## config.mk

```make
export PLATFORM = sky130hd
export DESIGN_NAME = lwma3_ctrl
export DESIGN_NICKNAME = d
export VERILOG_FILES = /design/src/sv/lwma3_pkg.sv /design/src/sv/lwma3_ctrl.sv
export SDC_FILE = /design/constraint.sdc
export NUM_CORES = 1
export LEC_CHECK = 0
export BUFFER_PORTS_ARGS = -buffer_cell sky130_fd_sc_hd__buf_2
export CELL_PAD_IN_SITES_DETAIL_PLACEMENT = 1
export CELL_PAD_IN_SITES_GLOBAL_PLACEMENT = 2
export CORE_ASPECT_RATIO = 0.8
export CORE_MARGIN = 2
export CORE_UTILIZATION = 21
export DETAILED_ROUTE_END_ITERATION = 7
export GPL_ROUTABILITY_DRIVEN = 0
export GPL_TIMING_DRIVEN = 1
export MAX_ROUTING_LAYER = met4
export PLACE_DENSITY = 0.72
export REMOVE_ABC_BUFFERS = 1
export SLEW_MARGIN = 10
export SYNTH_ARGS = -nofsm -noshare
export SYNTH_HDL_FRONTEND = slang
export SYNTH_SLANG_ARGS = --single-unit
```

## constraint.sdc

```tcl
create_clock -name clk -period 1.25 [get_ports clk]
set_input_delay 0.25 -clock clk [delete_from_list [all_inputs] [get_ports clk]]
set_output_delay 0.25 -clock clk [all_outputs]
set_load 0.02 [all_outputs]
```

## src/sv/lwma3_pkg.sv

```systemverilog
// ----------------------------------------------------------------------------
// lwma3_pkg
// shared types and constants for the difficulty retarget core
// ----------------------------------------------------------------------------
package lwma3_pkg;
  localparam int MAX_WINDOW = 1024;
  localparam int CNT_W = $clog2(MAX_WINDOW + 1);

  // ceil(2^66 / 25); with a two-bit pre-shift gives floor(x / 100) from bits 123:66
  localparam logic [61:0] RECIP_100 = 62'h28F5C28F5C28F5C3;

  localparam logic [2:0] REG_SPACING    = 3'd0;
  localparam logic [2:0] REG_WINDOW     = 3'd1;
  localparam logic [2:0] REG_MIN_EARLY  = 3'd2;
  localparam logic [2:0] REG_MIN_NORMAL = 3'd3;
  localparam logic [2:0] REG_TESTNET    = 3'd4;

  typedef struct packed {
    logic accum;
    logic fin_start;
    logic mul_step;
    logic div_start;
    logic finish;
  } lwma3_cmd_t;

  typedef struct packed {
    logic div_busy;
    logic short_hist;
  } lwma3_status_t;
endpackage

```

## src/sv/lwma3_ctrl.sv

```systemverilog
// ----------------------------------------------------------------------------
// lwma3_ctrl
// sequencer for accumulation, final multiply, divide and result handshake
// ----------------------------------------------------------------------------
module lwma3_ctrl
  import lwma3_pkg::*;
(
  input  logic          clk,
  input  logic          rst,
  input  logic          in_valid,
  output logic          in_stall,
  input  logic          final_item,
  output logic          out_valid,
  input  logic          out_stall,
  output lwma3_cmd_t    cmd,
  input  lwma3_status_t status
);
  typedef enum logic [2:0] {S_IDLE, S_PREP, S_MUL, S_DIVGO, S_DIV, S_DONE} state_t;
  state_t state;
  logic [1:0] mcnt;
  logic acc;

  assign in_stall = (state != S_IDLE) || (out_valid && out_stall);
  assign acc = in_valid && !in_stall;

  always_comb begin
    cmd = '0;
    cmd.accum = acc;
    cmd.fin_start = (state == S_PREP);
    cmd.mul_step = (state == S_MUL);
    cmd.div_start = (state == S_DIVGO);
    cmd.finish = (state == S_DONE);
  end

  always_ff @(posedge clk) begin
    if (rst) begin
      state <= S_IDLE; out_valid <= 1'b0; mcnt <= '0;
    end else begin
      if (out_valid && !out_stall) out_valid <= 1'b0;
      case (state)
        S_IDLE: if (acc && final_item) state <= S_PREP;
        S_PREP: begin
          mcnt <= '0;
          state <= status.short_hist ? S_DONE : S_MUL;
        end
        S_MUL: begin
          mcnt <= mcnt + 2'd1;
          if (mcnt == 2'd2) state <= S_DIVGO;
        end
        S_DIVGO: state <= S_DIV;
        S_DIV: if (!status.div_busy) state <= S_DONE;
        S_DONE: begin
          out_valid <= 1'b1;
          state <= S_IDLE;
        end
        default: state <= S_IDLE;
      endcase
    end
  end
endmodule

```

==> impl_metrics.tcl, run 1 <==
set metrics [dict create \
    outcome "finished, violations left" \
    violations "setup timing" \
    core_area_um2 1590 \
    worstPathCellList "or3b_4 -> inv_2 -> buf_6" \
    synth_top_family_by_area "simple AND/OR/NAND/NOR gates" \
    start_kind "flip-flop" \
    rsz0062_at_grt "true" \
    nets 77 \
    synthTopCellsByArea "dfxtp_1 34%, inv_1 5.3%, a21oi_1 4.3%" \
    yosys_warnings 0 \
    clock-sinks 6 \
    die_w_um 49.8 \
    rows 13 \
    synth-edff-count 0 \
    crit_type "reg2out" \
    root_buffer "clkbuf_4" \
    grt_max_degree 9 \
    io_buffers 13 \
    cp_top_family "simple AND/OR/NAND/NOR gates" \
    grt_pass1_vias 359 \
    synth_cell_types 25 \
    max-vdd-ir-drop_v 0.000491 \
    synth_async_sr_flop_share 0 \
    layout.cells.non_filler 89 \
    layout_min_cycle_time_ps 1410 \
    dp_hpwl_um 734 \
    grt_pass1_wl_um 1550 \
    drc 0 \
    crit_arrival_ps 1160 \
    mostFrequentLayoutCell "buf_4" \
    ios 14 \
    clockPowerShare 0.157 \
    fillers 220 \
    synthFlopType "dfxtp_1" \
    synth-compound-area-share 0.131 \
    antenna_found_initial 0 \
    die_h_um 40.7 \
    drt_iter0_markers 3 \
    yosys.area_share.simple 0.344 \
    cts_hold_buf 0 \
    wl_um 952 \
    routedWlPerCell_um 10.7 \
    layout-drive-gt1-share 0.567 \
    min_period_over_period 1.13 \
    switching_share 0.388 \
    slew_violations 0 \
    synthMuxAreaShare 0.0284 \
    slew_headroom 0.818 \
    whs_ps 272 \
    setup_ws_ps -158 \
    cts_inserted_buffers 3 \
    max_stage_delay_ps 390 \
    yosys.area.top_type_share 0.340 \
    worst_pin_slew_ps 269 \
    synth_seq_cells 6 \
    seqPwrFrac 0.263 \
    total_power_uw 1140 \
    num_antenna_cells 0 \
    fmax_mhz 710 \
    cpMaxStageDelayCell "or3b_4" \
    critPathMaxFanout 6 \
    powerDensity_nw_per_um2 1980 \
    fin_setup_tns_ps -715 \
    syn_area_um2 353 \
    clk_latency_ps 240 \
    dr.pass1.iters 3 \
    synth-adder-area-share 0.0355 \
    area_delta_synth_final_pct 63.5 \
    via_per_inst 4.39 \
    grt_usage 0.115 \
    required_ps 1000 \
    synth-seq-area-share 0.340 \
    p_int_uw 700 \
    final_hold_viol_count 0 \
    clkSlewWorstSetupHoldPaths_ps 50 \
    syn_area_per_cell_um2 8.02 \
    switching_power_uw 444 \
    power_leakage_uw 0.000281 \
    overflow 0 \
    end_kind "output port" \
    syn-instance-count 44 \
    routed-via-count 391 \
    final_cell_mix "11 x buf_4, 9 x buf_2, 4 x nand2_1, 4 x buf_6" \
    finClkSkew_ps 1.71 \
    finalSetupViolations 8 \
    start_util 0.221 \
    maxCapViolCount 0 \
    power_frac_comb 0.580 \
    cts_tree "built" \
    htree_num_levels 1 \
    crit_buf_inv 2 \
    dp.cells 81 \
    synth_top_area_cell "dfxtp_1" \
    synth-xor-area-share 0 \
    ant_nets 0 \
    die-area_um2 2030 \
    hold_class "in2reg" \
    cts_buffer_depth 2 \
]
## power by group through the flow
stage | registers [uW] | logic, uW | clock network [uW]
6_report | 300 | 664 | 180
2_1_floorplan | 295 | 296 | 0
5_1_grt | 308 | 721 | 213
4_1_cts | 297 | 665 | 189
3_3_place_gp | 279 | 533 | 0
3_5_place_dp | 280 | 548 | 0
## cell type report
| cell class | instances | area [um^2] | share of cell area |
|---|---|---|---|
| Clock buffer | 3 | 22.5 | 0.0390 |
| Inverter | 5 | 18.8 | 0.0325 |
| Multi-Input combinational cell | 29 | 206 | 0.358 |
| Sequential cell | 6 | 129 | 0.223 |
| Tap cell | 22 | 27.5 | 0.0477 |
| Timing Repair Buffer | 24 | 173 | 0.299 |
## path summary, 6_finish.rpt
path | start | end | slack, ps | cells past startpoint
hold reg to reg | mcnt[0] | mcnt[0] | 480 | 1
setup reg to reg | state[1] | mcnt[1] | -30 | 4
hold / removal | rst | out_valid | 270 | 2
setup / recovery | state[1] | cmd[2] | -160 | 3
## sequential cells by signal (all words and copies together), names as in the netlist
name,count
mcnt,2
out_valid,1
state,3
## metrics by stage
stage	instance area (um^2)	utilization	setup WS, ps
2_1_floorplan	329	-	-40.7
3_3_place_gp	467	0.293	-28.0
3_5_place_dp	467	0.293	-27.7
4_1_cts	581	0.364	-180
5_1_grt	577	0.362	-221
6_report	577	0.362	-158
## what timing repair did
| action | 4_1_cts | 5_1_grt |
|---|---|---|
| pin swaps | 2 | 1 |
| resized for setup | 19 | 1 |
| setup endpoints to repair | 7 | 9 |
| endpoints found under the hold margin | 0 | 0 |
| setup buffers | 6 | 0 |
## synth_stat cells (2+ instances only)
| master | n |
|---|---|
| dfxtp_1 | 6 |
| buf_4 | 2 |
| a21oi_1 | 3 |
| nand3_1 | 2 |
| nor3b_1 | 2 |
| nor3_1 | 2 |
| nand2_1 | 4 |
| inv_1 | 5 |
| nor2_1 | 2 |
## logic make-up (layout without fill, tap and decap cells)
logic type               after synthesis  after routing
AO/OA/AOI/OAI                          7              7
multiplexers                           1              1
AND/OR/NAND/NOR                       20             20
buffers and inverters                  9             32
flip-flops                             6              6
adder cells (fa/ha/maj)                1              1
## metal layers
layer	routed length, um	vias up	share of wire	GRT usage
met5	0	-	0	-
met4	14	0	0.015	0.0833
met3	42	2	0.044	0.0511
met2	447	6	0.47	0.177
met1	449	183	0.47	0.124
li1	-	200	-	-
Power figures use the tool's default switching activity.
==> run 2: changes to the inputs <==
--- a/config.mk
+++ b/config.mk
@@ -16,7 +16,6 @@
 export GPL_TIMING_DRIVEN = 1
 export MAX_ROUTING_LAYER = met4
 export PLACE_DENSITY = 0.72
-export REMOVE_ABC_BUFFERS = 1
 export SLEW_MARGIN = 10
 export SYNTH_ARGS = -nofsm -noshare
 export SYNTH_HDL_FRONTEND = slang
==> impl_metrics.tcl, run 2 (synthesis results as in run 1) <==
set metrics [dict create \
    layout.cells.non_filler 87 \
    crit_type "reg2out" \
    setup_ws_ps -191 \
    layout-drive-gt1-share 0.615 \
    start_util 0.221 \
    finClkSkew_ps 5.36 \
    outcome "finished, violations left" \
    worst_pin_slew_ps 283 \
    grt_pass1_vias 345 \
    top_usage_layer "met2" \
    syn_nets 52 \
    num_antenna_cells 0 \
    post-route-util 0.377 \
    grt_pass1_wl_um 1570 \
    grt_use_met1 0.130 \
    die_w_um 49.8 \
    min_period_over_period 1.15 \
    cpMaxStageDelayCell "or3b_4" \
    worstPathCellList "or3b_4 -> inv_2 -> buf_6" \
    regMostFlops "state" \
    dp_hpwl_um 693 \
    drt_iter0_markers 2 \
    layout_min_cycle_time_ps 1440 \
    cts_tree "built" \
    whs_ps 266 \
    fin_area_um2 601 \
    crit_arrival_ps 1190 \
    violations "setup timing" \
    start_kind "flip-flop" \
    use_met2 0.170 \
    max-vdd-ir-drop_v 0.000820 \
    mostFrequentLayoutCell "buf_4" \
    maxCapViolCount 0 \
    max_stage_delay_ps 390 \
    required_ps 1000 \
    finalSetupViolations 8 \
    ant_nets 0 \
    fmax_mhz 694 \
    cts_hold_buf 0 \
    root_buffer "clkbuf_4" \
    rows 13 \
    power_leakage_uw 0.000282 \
    ios 14 \
    via_per_inst 4.54 \
    clkSlewWorstSetupHoldPaths_ps 50 \
    routedWlPerCell_um 12.1 \
    routed-via-count 395 \
    slew_headroom 0.809 \
    die_h_um 40.7 \
    cp_top_family "simple AND/OR/NAND/NOR gates" \
    antenna_found_initial 0 \
    end_kind "output port" \
    hold_class "in2reg" \
    final_cell_mix "8 x buf_4, 7 x buf_2, 7 x buf_6" \
    cp.depth 3 \
    clock-sinks 6 \
    slew_violations 0 \
    grt_max_degree 9 \
    reg_top3 "state (3), mcnt (2), out_valid (1)" \
    overflow 0 \
    grt_use_met3 0.0584 \
    cts_inserted_buffers 3 \
    die-area_um2 2030 \
    grt_usage 0.123 \
    dpl_cell_area_um2 472 \
    cts_buffer_depth 2 \
    nets 75 \
    wl_um 1060 \
    drc 0 \
    final_hold_viol_count 0 \
    largest_reg_flops 3 \
    crit_buf_inv 2 \
    reg2regPathDepth 5 \
    clk_latency_ps 250 \
    core_area_um2 1590 \
    powerDensity_nw_per_um2 2130 \
    htree_num_levels 1 \
    rsz0062_at_grt "true" \
    whs_path_depth 2 \
    total_power_uw 1280 \
    critPathMaxFanout 6 \
    dp.cells 81 \
    area_delta_synth_final_pct 70.2 \
    io_buffers 13 \
    dr.pass1.iters 4 \
]
-- run 2: power by group --
group	internal, uW	switching (uW)	total (uW)	leakage [uW]
clock network	109	79.0	188	0.0000138
registers	254	73.1	327	0.0000509
logic	418	346	764	0.000217
-- run 2: final cells by class --
class | count | area, um^2
Multi-Input combinational cell | 29 | 224
Sequential cell | 6 | 131
Fill cell | 211 | 993
Timing Repair Buffer | 22 | 174
Tap cell | 22 | 27.5
Clock buffer | 3 | 22.5
Inverter | 5 | 21.3
-- run 2: final timing paths --
| kind | from | endpoint | slack, ps |
|---|---|---|---|
| worst max-delay path | state[1] | cmd[2] | -190 |
| worst min-delay path | rst | state[2] | 270 |
| worst max register to register | state[1] | mcnt[0] | -80 |
| worst min register to register | mcnt[1] | mcnt[1] | 470 |
-- run 2: layer usage --
metal / vias to the layer above / wire length [um]
met5: - / 0
met1: 187 / 435
li1: 195 / -
met2: 8 / 532
met4: 0 / 38
met3: 5 / 49
-- run 2: through the flow --
step / TNS (ps) / setup slack [ps]
after detailed placement: -169 / -66.7
final: -929 / -191
after global placement: -112 / -54.2
after CTS: -974 / -196
after floorplan: -36.3 / -36.3
after global routing: -1350 / -233
-- run 2: timing repair --
| item | 4_1_cts | 5_1_grt |
|---|---|---|
| endpoints found under the hold margin | 0 | 0 |
| setup endpoints to repair | 8 | 9 |
| buffers inserted | 3 | 0 |
| resized for setup | 18 | 12 |
| pin swaps | 2 | 5 |
==> run 3: changes to the inputs <==
--- a/config.mk
+++ b/config.mk
@@ -5,12 +5,12 @@
 export SDC_FILE = /design/constraint.sdc
 export NUM_CORES = 1
 export LEC_CHECK = 0
+export ABC_AREA = 1
 export BUFFER_PORTS_ARGS = -buffer_cell sky130_fd_sc_hd__buf_2
 export CELL_PAD_IN_SITES_DETAIL_PLACEMENT = 1
 export CELL_PAD_IN_SITES_GLOBAL_PLACEMENT = 2
-export CORE_ASPECT_RATIO = 0.8
 export CORE_MARGIN = 2
-export CORE_UTILIZATION = 21
+export CORE_UTILIZATION = 19
 export DETAILED_ROUTE_END_ITERATION = 7
 export GPL_ROUTABILITY_DRIVEN = 0
 export GPL_TIMING_DRIVEN = 1
==> impl_metrics.tcl, run 3 <==
set metrics [dict create \
    drc 0 \
    outcome "finished, violations left" \
    synth_cell_types 15 \
    num_antenna_cells 0 \
    max_stage_delay_ps 340 \
    cts_inserted_buffers 3 \
    grt_pass1_wl_um 1480 \
    io_buffers 13 \
    via_per_inst 4.42 \
    total_power_uw 759 \
    grt_usage 0.108 \
    worstPathCellList "inv_2 -> nand2_2 -> nor2_4 -> nand2_2 -> nor2_1 -> buf_4" \
    whs_ps 193 \
    startpoint "state[0]" \
    nets 82 \
    die_w_um 45.5 \
    end_kind "output port" \
    syn_nets 58 \
    synth_top_area_cell "dfxtp_1" \
    powerDensity_nw_per_um2 1400 \
    hold_start "status[0]" \
    dp.cells 79 \
    area_delta_synth_final_pct 65.3 \
    syn-instance-count 50 \
    grt_pass1_vias 343 \
    fmax_mhz 746 \
    root_buffer "clkbuf_4" \
    setup_ws_ps -89.7 \
    slew_headroom 0.855 \
    yosys.area.top_type_share 0.366 \
    mostFrequentLayoutCell "buf_4" \
    rr_startpoint "state[0]" \
    synth_async_sr_flop_share 0 \
    routed-via-count 393 \
    min_period_over_period 1.07 \
    crit_arrival_ps 1090 \
    post-route-util 0.324 \
    start_util 0.196 \
    synthTopCellsByArea "dfxtp_1 37%, nand2_1 11%, inv_1 10%" \
    ios 14 \
    layout.cells.non_filler 89 \
    fillers 215 \
    reg_top3 "state (3), mcnt (2), out_valid (1)" \
    dr.pass1.iters 2 \
    overflow 0 \
    core_area_um2 1670 \
    synth-edff-count 0 \
    yosys-top-cells-count "10 x nand2_1, 9 x inv_1, 6 x dfxtp_1" \
    die-area_um2 2070 \
    regMostFlops "state" \
    rows 15 \
    routedWlPerCell_um 10.6 \
    wl_um 944 \
    rsz0062_at_grt "true" \
    power_leakage_uw 0.000295 \
    final_hold_viol_count 0 \
    finClkSkew_ps 2.29 \
    drt_iter0_markers 2 \
    yosys_warnings 0 \
    synth-seq-area-share 0.366 \
    die_h_um 45.5 \
    hold_class "in2reg" \
    final_cell_mix "9 x buf_4, 8 x nand2_1, 8 x buf_2" \
    cpMaxStageDelayCell "dfxtp_4" \
    synth_seq_cells 6 \
    cpMostUsedCell "nand2_2" \
    start_kind "flip-flop" \
    finalSetupViolations 3 \
    synthFlopType "dfxtp_1" \
    cts_tree "built" \
    ant_nets 0 \
    cts_buffer_depth 2 \
    slew_violations 0 \
    crit_type "reg2out" \
    cp_top_family "flip-flops" \
    syn_area_per_cell_um2 6.56 \
    maxCapViolCount 0 \
    clock-sinks 6 \
    required_ps 1000 \
    syn_area_um2 328 \
    largest_reg_flops 3 \
    clkSlewWorstSetupHoldPaths_ps 40 \
    htree_num_levels 1 \
    layout-drive-gt1-share 0.528 \
    critPathMaxFanout 2 \
    grt_max_degree 6 \
    max-vdd-ir-drop_v 0.000588 \
    yosys.cell_count.top_type "nand2_1" \
    dp_hpwl_um 651 \
    antenna_found_initial 0 \
    clk_latency_ps 240 \
    worst_pin_slew_ps 215 \
    layout_min_cycle_time_ps 1340 \
    cts_hold_buf 0 \
    violations "setup timing" \
    crit_buf_inv 2 \
]
run 3: final timing paths:
check / depth (start not counted) / slack, ps / to
setup / recovery: 6 / -90 / cmd[4]
hold reg to reg: 1 / 460 / mcnt[0]
setup reg to reg: 6 / 140 / mcnt[1]
hold / removal: 2 / 190 / state[1]
run 3: per-layer routing:
layer / wire, um / vias to the layer above / part of all wire / track usage
met2: 515 / 6 / 0.55 / 0.169
met4: 6 / 0 / 0.0064 / 0.0529
met5: 0 / - / 0 / -
met3: 35 / 2 / 0.037 / 0.0357
met1: 386 / 185 / 0.41 / 0.123
li1: - / 200 / - / -
run 3: worst reg2reg max path: stages, from the launching register on:
cell     delay (ps)
dfxtp_4         340
inv_2            60
buf_4           110
nand3_4          60
buf_4           150
or2_0           190
a21oi_1         130
run 3: cells by family (layout without fill, tap and decap cells):
| family | after synthesis | count (layout) | share of synthesized area |
|---|---|---|---|
| buf+inv | 14 | 36 | 0.172 |
| flops | 6 | 6 | 0.366 |
| simple gates | 21 | 21 | 0.282 |
| fa+ha+maj | 1 | 1 | 0.0382 |
| compound gates | 8 | 8 | 0.141 |
run 3: repair_timing:
action                     4_1_cts  5_1_grt
gates resized for setup         17        4
pin swaps                        3        2
setup buffers                    6        2
setup endpoints to repair        5        6
run 3: cell type report:
cell class | count | area, um^2 | share of cell area
multi-input combinational | 30 | 181 | 0.335
sequential | 6 | 126 | 0.233
inverter | 13 | 48.8 | 0.0901
tap | 17 | 21.3 | 0.0393
timing repair buffer | 20 | 141 | 0.261
clock buffer | 3 | 22.5 | 0.0416
run 3: power by group:
| group | internal [uW] | switching (uW) | total, uW |
|---|---|---|---|
| sequential | 217 | 19.1 | 236 |
| clock | 108 | 62.2 | 170 |
| combinational | 160 | 192 | 352 |
run 3: through the flow:
| stage | TNS (ps) | worst slack, ps | area, um^2 |
|---|---|---|---|
| after global routing | -488 | -166 | 542 |
| after floorplan | 0 | 13.9 | 328 |
| after CTS | -222 | -152 | 524 |
| after global placement | 0 | 68.8 | 407 |
| final | -118 | -89.7 | 542 |
| after detailed placement | 0 | 35.0 | 407 |
